**src/hdl/sv39w_pkg.sv**
```systemverilog
// shared types and constants of the sv39 translation walker
`timescale 1ns / 1ps
`default_nettype none

package sv39w_pkg;

  localparam int VA_W        = 39;
  localparam int PA_W        = 64;
  localparam int PTE_W       = 64;
  localparam int FRAME_W     = 44;
  localparam int VPN_W       = 9;
  localparam int OFFSET_W    = 12;
  localparam int IDX_W       = 13;
  localparam int CFG_W       = 64;
  localparam int PADDR_W     = 4;
  localparam int ENTRIES_PER_TABLE = 512;
  // entry_index reaches no further than this
  localparam int IDX_DEPTH   = 1 << IDX_W;

  // entry bit positions
  localparam int PTE_V_BIT   = 0;
  localparam int PTE_R_BIT   = 1;
  localparam int PTE_W_BIT   = 2;
  localparam int PTE_X_BIT   = 3;
  localparam int PPN_LSB     = 10;

  // status codes
  localparam logic [1:0] ST_OK       = 2'd0;
  localparam logic [1:0] ST_UNMAPPED = 2'd1;
  localparam logic [1:0] ST_WINDOW   = 2'd2;

  // which vpn field addresses the table
  localparam logic [1:0] VPN_SEL_0 = 2'd0;
  localparam logic [1:0] VPN_SEL_1 = 2'd1;
  localparam logic [1:0] VPN_SEL_2 = 2'd2;

  // register addresses
  localparam logic [PADDR_W-1:0] ADDR_ROOT = 4'h0;
  localparam logic [PADDR_W-1:0] ADDR_BASE = 4'h8;

  typedef struct packed {
    logic       clr_we;
    logic       accept;
    logic       rd_en;
    logic       from_pte;
    logic [1:0] vpn_sel;
    logic       set_st;
    logic [1:0] st;
    logic       set_pa;
    logic       load_out;
  } walk_cmd_t;

  typedef struct packed {
    logic clr_last;
    logic win_miss;
    logic pte_v;
    logic pte_rwx;
  } walk_sts_t;

endpackage

`default_nettype wire

```
**src/hdl/sv39w_ctrl.sv**
```systemverilog
// walk controller: clearing pass, level sequencing and result hand-off
`timescale 1ns / 1ps
`default_nettype none

module sv39w_ctrl (
  input  wire logic                 clk,
  input  wire logic                 rst,
  input  wire logic                 in_valid,
  input  wire logic                 in_type,
  output logic                      in_ready,
  output logic                      out_valid,
  input  wire logic                 out_ready,
  input  wire sv39w_pkg::walk_sts_t sts,
  output sv39w_pkg::walk_cmd_t      cmd
);
  import sv39w_pkg::*;

  localparam logic [2:0] S_CLEAR  = 3'd0;
  localparam logic [2:0] S_IDLE   = 3'd1;
  localparam logic [2:0] S_ISSUE  = 3'd2;
  localparam logic [2:0] S_EVAL2  = 3'd3;
  localparam logic [2:0] S_EVAL1  = 3'd4;
  localparam logic [2:0] S_EVAL0  = 3'd5;
  localparam logic [2:0] S_FINISH = 3'd6;

  logic [2:0] state;
  logic [2:0] state_next;
  logic       out_free;

  assign in_ready = (state == S_IDLE);
  assign out_free = !out_valid || out_ready;

  always_comb begin
    cmd        = '0;
    state_next = state;
    unique case (state)
      S_CLEAR: begin
        cmd.clr_we = 1'b1;
        if (sts.clr_last) begin
          state_next = S_IDLE;
        end
      end
      S_IDLE: begin
        if (in_valid) begin
          cmd.accept = 1'b1;
          state_next = in_type ? S_FINISH : S_ISSUE;
        end
      end
      S_ISSUE: begin
        cmd.vpn_sel = VPN_SEL_2;
        if (sts.win_miss) begin
          cmd.set_st = 1'b1;
          cmd.st     = ST_WINDOW;
          state_next = S_FINISH;
        end else begin
          cmd.rd_en  = 1'b1;
          state_next = S_EVAL2;
        end
      end
      S_EVAL2, S_EVAL1: begin
        cmd.from_pte = 1'b1;
        cmd.vpn_sel  = (state == S_EVAL2) ? VPN_SEL_1 : VPN_SEL_0;
        // directory levels need a valid pointer, superpages count as unmapped
        if (!sts.pte_v || sts.pte_rwx) begin
          cmd.set_st = 1'b1;
          cmd.st     = ST_UNMAPPED;
          state_next = S_FINISH;
        end else if (sts.win_miss) begin
          cmd.set_st = 1'b1;
          cmd.st     = ST_WINDOW;
          state_next = S_FINISH;
        end else begin
          cmd.rd_en  = 1'b1;
          state_next = (state == S_EVAL2) ? S_EVAL1 : S_EVAL0;
        end
      end
      S_EVAL0: begin
        if (!sts.pte_v) begin
          cmd.set_st = 1'b1;
          cmd.st     = ST_UNMAPPED;
        end else begin
          cmd.set_pa = 1'b1;
        end
        state_next = S_FINISH;
      end
      S_FINISH: begin
        if (out_free) begin
          cmd.load_out = 1'b1;
          state_next   = S_IDLE;
        end
      end
      default: begin
        state_next = S_IDLE;
      end
    endcase
  end

  always_ff @(posedge clk) begin
    if (rst) begin
      state     <= S_CLEAR;
      out_valid <= 1'b0;
    end else begin
      state <= state_next;
      if (cmd.load_out) begin
        out_valid <= 1'b1;
      end else if (out_ready) begin
        out_valid <= 1'b0;
      end
    end
  end

  a_clear_after_reset: assert property (@(posedge clk) $fell(rst) |-> (state == S_CLEAR))
    else $error("clearing pass did not start after reset");

  a_read_then_eval: assert property (@(posedge clk) disable iff (rst)
    cmd.rd_en |=> (state == S_EVAL2 || state == S_EVAL1 || state == S_EVAL0))
    else $error("table read not followed by entry evaluation");

  a_no_overwrite: assert property (@(posedge clk) disable iff (rst)
    cmd.load_out |-> (!out_valid || out_ready))
    else $error("pending result overwritten");

  a_one_item_at_once: assert property (@(posedge clk) disable iff (rst)
    (in_valid && in_ready) |=> !in_ready)
    else $error("item accepted while another is in flight");

endmodule

`default_nettype wire

```
**config.mk**
```make
export PLATFORM = sky130hd
export DESIGN_NAME = sv39w_ctrl
export DESIGN_NICKNAME = d
export VERILOG_FILES = /design/src/hdl/sv39w_pkg.sv /design/src/hdl/sv39w_ctrl.sv
export SDC_FILE = /design/constraint.sdc
export NUM_CORES = 1
export LEC_CHECK = 0
export BUFFER_PORTS_ARGS = -buffer_cell sky130_fd_sc_hd__clkbuf_2
export CAP_MARGIN = 15
export CORE_AREA = 2 2 39 41
export DETAILED_ROUTE_END_ITERATION = 10
export DIE_AREA = 0 0 41 43
export PLACE_DENSITY_LB_ADDON = 0.15
export SYNTH_ARGS = -nofsm -noshare
export SYNTH_HDL_FRONTEND = slang
export SYNTH_SLANG_ARGS = --single-unit
```
**constraint.sdc**
```tcl
create_clock -name clk -period 1.2 [get_ports clk]
set_input_delay 0.3 -clock clk [delete_from_list [all_inputs] [get_ports clk]]
set_output_delay 0.3 -clock clk [all_outputs]
set_load 0.005 [all_outputs]
```
---- Word level (Yosys, flattened, before mapping) ----
Index checks and enable logic that the tools add are counted.
storage, ports and cells
  register bits after elaboration ......... 4
  output and inout port bits .............. 13
cells by class
  equal/unequal tests ..................... 9
  mux-type cells .......................... 28
  reductions and logical operators ........ 8
operators by type and width
  operator                                       count
  2-to-1 mux 3 bit                               9
  case mux 3 bit (6 select lines)                1
  2-to-1 mux 1 bit                               14
  == test 3 bit, second input constant           3
  case mux 3 bit (3 select lines)                1
  == test 3 x 2 -> 1 bit, second input constant  2
  != test 2 bit, second input constant           3
  case mux 2 bit (2 select lines)                1
  == test 3 x 1 -> 1 bit, second input constant  1
  zero test 3 bit                                1
  AND reduction 3 bit                            1
  zero test 1 bit                                2
  logical OR 1 bit                               2
  2-to-1 mux 2 bit                               1
  case mux 1 bit (2 select lines)                1
  nonzero test 2 bit                             1
  OR reduction 2 bit                             1

---- Logic depth before layout (Yosys ltp) ----
Gate-level depths: netlist (run 1).
  depth after elaboration ................. 5
  mapped depth ............................ 4

---- Least setup slack after synthesis (run 1) ----
No wires, ideal clock.
  path type ............................... reg2out
  from .................................... register state[1]
  to ...................................... output port cmd[8] (netlist name)
  arrival ................................. 0.889 ns
  data required time ...................... 0.900 ns
  slack ................................... 0.011 ns
  stages on the path, launching flop included .. 5
  path through ............................ dfxtp_1 > buf_6 > and4bb_1 > nand2_1 > a21oi_1
RTL lines
  element                   RTL line           RTL
  start: declaration        sv39w_ctrl.sv:26   logic [2:0] state;
  start signal: assignment  sv39w_ctrl.sv:103  state <= state_next;
  end: declaration          sv39w_ctrl.sv:14   output sv39w_pkg::walk_cmd_t cmd

==> out/results.tsv, run 1 <==
metric	value	unit
status	finished with violations	
failing checks	negative setup slack	
antenna fix cells	0	
die extent in y	43	um
largest net degree at the start of global routing	9	
total CTS buffers	3	
Worst setup EP type	output pin	
first-pass GRT wire length	2.17	mm
Yosys top cell area share	19.9	%
final std cells w/o fill	115	
Area Overhead vs Synth	96.6	%
minimum setup slack after placement	-0.148	ns
Clock transition at path regs	0.04	ns
Synth area leaders	dfxtp_1 20%, nor2_1 9.3%, nand2_1 6.5%	
Pleak	0.388	nW
worst-path cell chain	and4bb_1, nand2_2, a21boi_1, buf_2	
count of cell types in the netlist	27	
GRT Overall Usage	17.8	%
CTS root buffer	clkbuf_4	
DR DRC count	0	
Top Ports	22	
vias in the first global route	544	
synth warn	0	
Critical Path RT	0.90	ns
Final min period	1.48	ns
Initial Util	29.0	%
GR Overflow Total	0	
slew margin rel.	80.2	%
FILL cells	148	
wire per inst	11.8	um
Core Util, Final	57.1	%
layout cells sized above 1	66.7	%
Via density	4.77	
final setup fails	14	
Net Sw Frac	40.0	%
crit-path max FO	6	
Hold Violations, Final	0	
Max VDD drop	707	uV
Max-Cap Viols	0	
Gate power share	65.2	%
ANT nets after route	0	
DR pass1 iterations	2	
final worst-path cycle share	123	%
gpl congestion	0.679	
net load switching power	0.474	mW
DP HPWL	903	um
Chip Width	41	um
part of the power in registers	20.6	%
vias	548	
max-slew violation count	0	
CTS Sinks	4	
startpoint types	flop	
slack of the worst reg-to-reg path	-0.02	ns
largest area contributor in the netlist	dfxtp_1	
Seq cells post-synth	4	
synthesized netlist cell count	57	
WS Path Type	reg -> out	
Initial DRC Count	2	
clk buf depth	2	
clock network latency to the later pin of the worst-skew pair	0.24	ns
row count	14	
average size of a mapped cell	7.05	um^2
HP Class	in -> reg	
Clock Skews	0.000939	ns
measured slew at the worst slew-check pin	0.294	ns
syn_nets	66	
IO buf count	21	
unrepaired setup endpoints after global routing	yes	
setup TNS	-2.57	ns
power density cells	1500	mW/mm^2
Arr. time, crit path	1.18	ns
DRT Wirelength	1.36	mm
Worst path max stage delay	0.35	ns
post-synthesis cell area	402	um^2
most frequent cells in the layout	17 x buf_4, 15 x clkbuf_2, 6 x nor2_1, 6 x buf_2, 4 x buf_6	
CP max stage cell	dfxtp_4	
internal power	0.712	mW
Setup WS post-layout	-0.280	ns
Seq/Total Area, Yosys	19.9	%
H-tree levels	1	
number of instances in the placed design	108	
initial antenna violation count	0	
Core ar.	0.00138	mm^2
Total Nets Final	110	
Die Area	0.00176	mm^2
CTS tree	yes	
Fmax achieved	676	MHz
commonest non-fill, non-tap cell in the layout	buf_4	
clock network power share	14.2	%
[state kept, by name (all words and copies together), names as in the netlist]
register and flops:
state 3, out_valid 1
[power by group through the flow]
stage                     clock, mW  combinational, mW  sequential (mW)
final                         0.168              0.773            0.244
after global routing          0.178              0.846            0.252
after CTS                     0.175              0.681            0.230
after detailed placement          0              0.572            0.216
after global placement            0              0.572            0.217
after floorplan                   0              0.354            0.182
[what timing repair did]
action,in CTS,in global routing
hold buffers,0,0
setup endpoints to repair,15,15
pin swaps,9,11
resized for setup,17,24
buffers inserted,4,2
[Yosys cell counts, drive strengths merged]
cell type,count
a31oi,1
a211oi,1
and4bb,1
nor2,10
nor3,1
o31a,1
a21oi,2
inv,3
and3b,1
a21o,1
or2,1
nand2b,4
nor3b,2
nand2,7
o21ai,3
buf,3
o21a,1
o32ai,1
a221oi,1
a32o,1
a21boi,3
nor2b,2
dfxtp,4
o22ai,2
[cells by family after synthesis]
| family | share of synthesized area (%) |
|---|---|
| buffers and inverters | 10.3 |
| AOI/OAI and AO/OA | 32.7 |
| DFF | 19.9 |
| and+or+nand+nor | 37.1 |
[path summary, 6_finish.rpt]
check | start | to | cells after the start
setup reg to reg | state[0] | state[2] | 5
hold reg to reg | out_valid | out_valid | 3
setup / recovery | state[1] | cmd[3] | 4
hold / removal | rst | state[0] | 2
[routing by layer]
layer  up-vias  routed length [um]  track usage (%)
li1        286                   -                -
met1       242                 525             20.3
met2        18                 733             29.4
met3         2                  80             2.62
met4         0                  17             10.0
met5         -                   0                0
[critical path, delay by kind of cell, from the launching register on]
kind | cells | cell delay (ns)
AO/OA/AOI/OAI | 1 | 0.13
buffers and inverters | 1 | 0.12
flip-flops | 1 | 0.35
AND/OR/NAND/NOR | 2 | 0.35
[cell type report]
| cell class | count | area [um^2] | area share (%) |
|---|---|---|---|
| clock buffer | 3 | 22.5 | 2.85 |
| inverter | 3 | 13.8 | 1.74 |
| multi-input combinational | 47 | 364 | 46.1 |
| sequential | 4 | 91.3 | 11.6 |
| tap | 16 | 20.0 | 2.54 |
| timing repair buffer | 42 | 278 | 35.2 |
[metrics by stage]
stage	cell area (um^2)	power [mW]	hold slack [ns]
finish	790	1.19	0.311
global route	790	1.28	0.335
CTS	727	1.09	0.285
detailed placement	624	0.788	0.531
global placement	624	0.788	0.528
floorplan	402	0.536	0.366
Note: power is estimated with default switching activity, not from simulation.
==> run 2, diff against run 1 <==
==> constraint.sdc (replaced) <==
create_clock -name clk -period 1.3 [get_ports clk]
set_input_delay 0.325 -clock clk [delete_from_list [all_inputs] [get_ports clk]]
set_output_delay 0.325 -clock clk [all_outputs]
set_load 0.005 [all_outputs]
==> run 2 against run 1 <==
  * Setup slack better by 0.062 ns
  * Largest cell class unchanged
  * Highest routed layer unchanged
  * Combinational power is 10% lower
  * Critical path type unchanged
  * The flow still finishes with violations (negative setup slack)
  * Non-clock buffer count is 2 lower
==> out/results.tsv, run 2 (synthesis results as in run 1) <==
metric	value	unit
setup TNS	-1.77	ns
part of the power in registers	20.5	%
clock network latency to the later pin of the worst-skew pair	0.23	ns
failing checks	negative setup slack	
H-tree levels	1	
layout cells sized above 1	68.0	%
DR pass1 iterations	4	
Top Family by Delay on Critical Path	flip-flops	
total CTS buffers	3	
CP max stage cell	dfxtp_4	
Gate power share	65.0	%
Clock transition at path regs	0.04	ns
most frequent cells in the layout	15 x clkbuf_2, 14 x buf_4, 6 x buf_6, 5 x nor2_2, 5 x buf_2	
die extent in y	43	um
Critical Path RT	0.98	ns
antenna fix cells	0	
Worst setup EP type	output pin	
worst-path cell chain	buf_6, or2_4, nor2_2, clkbuf_2	
HP Class	in -> reg	
Pleak	0.381	nW
max-slew violation count	0	
DP HPWL	951	um
slew margin rel.	81.2	%
Chip Width	41	um
net load switching power	0.423	mW
met3 Use GR	1.57	%
GR Overflow Total	0	
Reg area	91.3	um^2
Setup WS post-layout	-0.219	ns
Worst path max stage delay	0.37	ns
Via density	4.88	
Arr. time, crit path	1.19	ns
Top Ports	22	
Max VDD drop	586	uV
internal power	0.644	mW
row count	14	
DRT Wirelength	1.25	mm
Hold Violations, Final	0	
final worst-path cycle share	117	%
CTS root buffer	clkbuf_4	
Initial DRC Count	10	
max reg flops	3	
WS Path Type	reg -> out	
clk buf depth	2	
CTS tree	yes	
first-pass GRT wire length	1.96	mm
Final min period	1.52	ns
Max-Cap Viols	0	
final setup fails	12	
clock network power share	14.6	%
ANT nets after route	0	
Initial Util	29.0	%
initial antenna violation count	0	
GRT Max-Usage Layer	met2	
IO buf count	21	
vias	552	
Total Nets Final	108	
unrepaired setup endpoints after global routing	yes	
Fmax achieved	658	MHz
crit-path max FO	7	
Most flops, register	state	
power density cells	1370	mW/mm^2
startpoint types	flop	
status	finished with violations	
total chip power	1.07	mW
Area Overhead vs Synth	94.4	%
M2 GR Usage	27.5	%
hold buffer count at CTS	0	
Core ar.	0.00138	mm^2
wire per inst	11.1	um
largest net degree at the start of global routing	8	
biggest regs	state: 3 flops, out_valid: 1 flops	
cell area after layout	781	um^2
Net Sw Frac	39.6	%
gpl congestion	0.766	
multi-input logic area	363	um^2
GRT Overall Usage	16.5	%
vias in the first global route	522	
commonest non-fill, non-tap cell in the layout	clkbuf_2	
measured slew at the worst slew-check pin	0.279	ns
Placement Cell Area	609	um^2
CTS Sinks	4	
Clock Skews	0.00118	ns
Buf/Inv on CP	2	
FILL cells	143	
DR DRC count	0	
met1 GRT Util	17.9	%
Die Area	0.00176	mm^2
[run 2: changes by cell type in the layout (fill, tap and decap cells not counted), moves of 2 or more]
cell     delta
o21ai_1     +2
o21ai_2     -2
buf_6       +2
buf_4       -3
nor2_1      -3
nor2_2      +2
[run 2: per-layer routing]
metal | up-vias | wire length [um]
met5 | - | 0
met4 | 0 | 15
met3 | 2 | 59
met2 | 16 | 626
met1 | 248 | 548
li1 | 286 | -
[run 2: final timing paths]
kind,from,endpoint,slack (ns),depth (start not counted)
max,state[2],cmd[9],-0.22,4
min,rst,state[0],0.31,2
max reg2reg,state[1],state[2],0.09,5
min reg2reg,out_valid,out_valid,0.62,3
[run 2: stage by stage]
step | std cells | setup slack (ns) | util, % | hold WS [ns]
finish | 113 | -0.219 | 56.4 | 0.314
global route | 113 | -0.272 | 56.4 | 0.314
CTS | 112 | -0.241 | 51.9 | 0.298
detailed placement | 106 | -0.0991 | 44.0 | 0.558
global placement | 106 | -0.0814 | 44.0 | 0.555
floorplan | 57 | 0.0862 | - | 0.391
[run 2: worst reg2reg max path, cell delays in order, from the launching register on]
cell	delay, ns
dfxtp_4	0.35
buf_4	0.14
buf_6	0.12
nor2_4	0.12
a31oi_1	0.11
a32o_1	0.26
[run 2: area by class of cell]
type	instances	area share [%]
tap	16	2.56
sequential	4	11.7
clock buffer	3	2.88
inverter	3	1.44
timing repair buffer	40	34.9
multi-input combinational	47	46.5
[run 2: timing repair]
item	in CTS	in global routing
pin swaps	8	2
gates resized for setup	18	23
setup endpoints to repair	12	14
hold endpoints to repair	0	0
buffers inserted	3	2
gates cloned	0	0
[run 2: power groups by stage]
stage	Clock (mW)	Combinational [mW]	Sequential, mW
2_1_floorplan	0	0.327	0.168
3_3_place_gp	0	0.500	0.202
3_5_place_dp	0	0.504	0.200
4_1_cts	0.165	0.605	0.217
5_1_grt	0.173	0.758	0.227
6_report	0.155	0.693	0.218
==> run 3, diff against run 2 <==
--- a/config.mk
+++ b/config.mk
@@ -11,6 +11,7 @@
 export DETAILED_ROUTE_END_ITERATION = 10
 export DIE_AREA = 0 0 41 43
 export PLACE_DENSITY_LB_ADDON = 0.15
+export REMOVE_ABC_BUFFERS = 1
 export SYNTH_ARGS = -nofsm -noshare
 export SYNTH_HDL_FRONTEND = slang
 export SYNTH_SLANG_ARGS = --single-unit
==> run 3 against run 2 <==
  * The run still ends with negative setup slack left
  * Clock-buffer cell count is the same
  * Final cell count shrank 2.7%
  * Hold slack improved by 0.0030 ns
  * Via count down 3.4%
  * Die area is the same
  * Global-route usage decreased by 0.50 points
  * Critical path type unchanged
  * Critical endpoint is now cmd[8]
  * Largest power group unchanged
==> out/results.tsv, run 3 (synthesis results as in run 1) <==
metric	value	unit
layout cells sized above 1	62.8	%
GRT Overall Usage	16.0	%
status	finished with violations	
wire per inst	10.3	um
Setup WS post-layout	-0.209	ns
Arr. time, crit path	1.18	ns
Area Overhead vs Synth	78.8	%
DR pass1 iterations	4	
Total Nets Final	105	
startpoint types	flop	
biggest regs	state: 3 flops, out_valid: 1 flops	
Final min period	1.51	ns
Fmax achieved	663	MHz
Chip Width	41	um
DP HPWL	865	um
IO buf count	21	
failing checks	negative setup slack	
FILL cells	153	
initial antenna violation count	0	
max reg flops	3	
Top Family by Delay on Critical Path	flip-flops	
GR Overflow Total	0	
measured slew at the worst slew-check pin	0.265	ns
antenna fix cells	0	
power density cells	1400	mW/mm^2
Core Util, Final	51.9	%
DR DRC count	0	
Initial Util	29.0	%
Max-Cap Viols	0	
most frequent cells in the layout	16 x clkbuf_2, 13 x buf_4, 7 x nor2_1, 5 x buf_2, 4 x nand2_1	
Critical Path RT	0.98	ns
Die Area	0.00176	mm^2
CTS root buffer	clkbuf_4	
gpl congestion	0.808	
clk buf depth	2	
worst-path cell chain	and4bb_1, nand2_1, a21oi_1, buf_2	
first-pass GRT wire length	1.90	mm
Hold Violations, Final	0	
row count	14	
Pleak	0.349	nW
Clock Skews	0.000378	ns
commonest non-fill, non-tap cell in the layout	clkbuf_2	
Hold WS	0.317	ns
Top Ports	22	
minimum setup slack after placement	-0.0802	ns
ANT nets after route	0	
Initial DRC Count	12	
vias in the first global route	473	
Placement Cell Area	602	um^2
Worst path max stage delay	0.36	ns
Clock transition at path regs	0.04	ns
HP Class	in -> reg	
die extent in y	43	um
Buf/Inv on CP	1	
DRT Wirelength	1.13	mm
Core ar.	0.00138	mm^2
hold buffer count at CTS	0	
unrepaired setup endpoints after global routing	yes	
slew margin rel.	82.2	%
WS Path Type	reg -> out	
crit-path max FO	8	
Max VDD drop	948	uV
setup TNS	-1.49	ns
CTS Sinks	4	
Via density	4.85	
largest net degree at the start of global routing	9	
CTS tree	yes	
clock network latency to the later pin of the worst-skew pair	0.23	ns
final setup fails	12	
final worst-path cycle share	116	%
H-tree levels	1	
cell area after layout	718	um^2
max-slew violation count	0	
CP max stage cell	dfxtp_4	
vias	533	
total CTS buffers	3	
Worst setup EP type	output pin	
Most flops, register	state	
run 3: changes by cell type in the layout (fill, tap and decap cells not counted), sizes merged:
cell    previous run  this run
clkbuf            18        19
buf               25        21
run 3: metrics by stage:
step / std cells / power [mW]
finish: 110 / 1.00
global route: 110 / 1.11
CTS: 110 / 0.986
detailed placement: 105 / 0.706
global placement: 105 / 0.709
floorplan: 54 / 0.447
run 3: cell type report:
cell class	instances	area, um^2	share of cell area, %
multi-input combinational	47	337	46.9
tap	16	20.0	2.79
clock buffer	3	22.5	3.14
inverter	3	11.3	1.57
sequential	4	91.3	12.7
timing repair buffer	37	236	32.9
run 3: repair_timing:
item,4_1_cts,5_1_grt
endpoints found under the setup margin,12,13
pin swaps,8,3
gates resized for setup,18,10
buffers inserted,2,0
run 3: power breakdown:
part / internal, mW / switching [mW]
registers: 0.161 / 0.0589
clock network: 0.103 / 0.0448
logic: 0.357 / 0.278
total: 0.621 / 0.381
run 3: metal layers:
layer  GRT usage, %  up-vias  share of wire [%]
li1               -      278                  -
met1           20.8      248                 46
met2           22.2        5                 51
met3           3.14        2                1.7
met4           12.0        0               0.88
met5              0        -                  0
run 3: worst register-to-register path, delay by kind of cell (launching register included):
family,cells,cell delay [ns]
flops,1,0.36
simple gates,1,0.25
compound gates,2,0.21
buf+inv,2,0.26
run 3: path summary, 6_finish.rpt:
kind | startpoint | endpoint | slack, ns | cells after the start
max | state[1] | cmd[8] | -0.21 | 4
min | rst | state[0] | 0.32 | 2
max reg2reg | state[2] | state[0] | 0.10 | 5
min reg2reg | out_valid | out_valid | 0.65 | 3
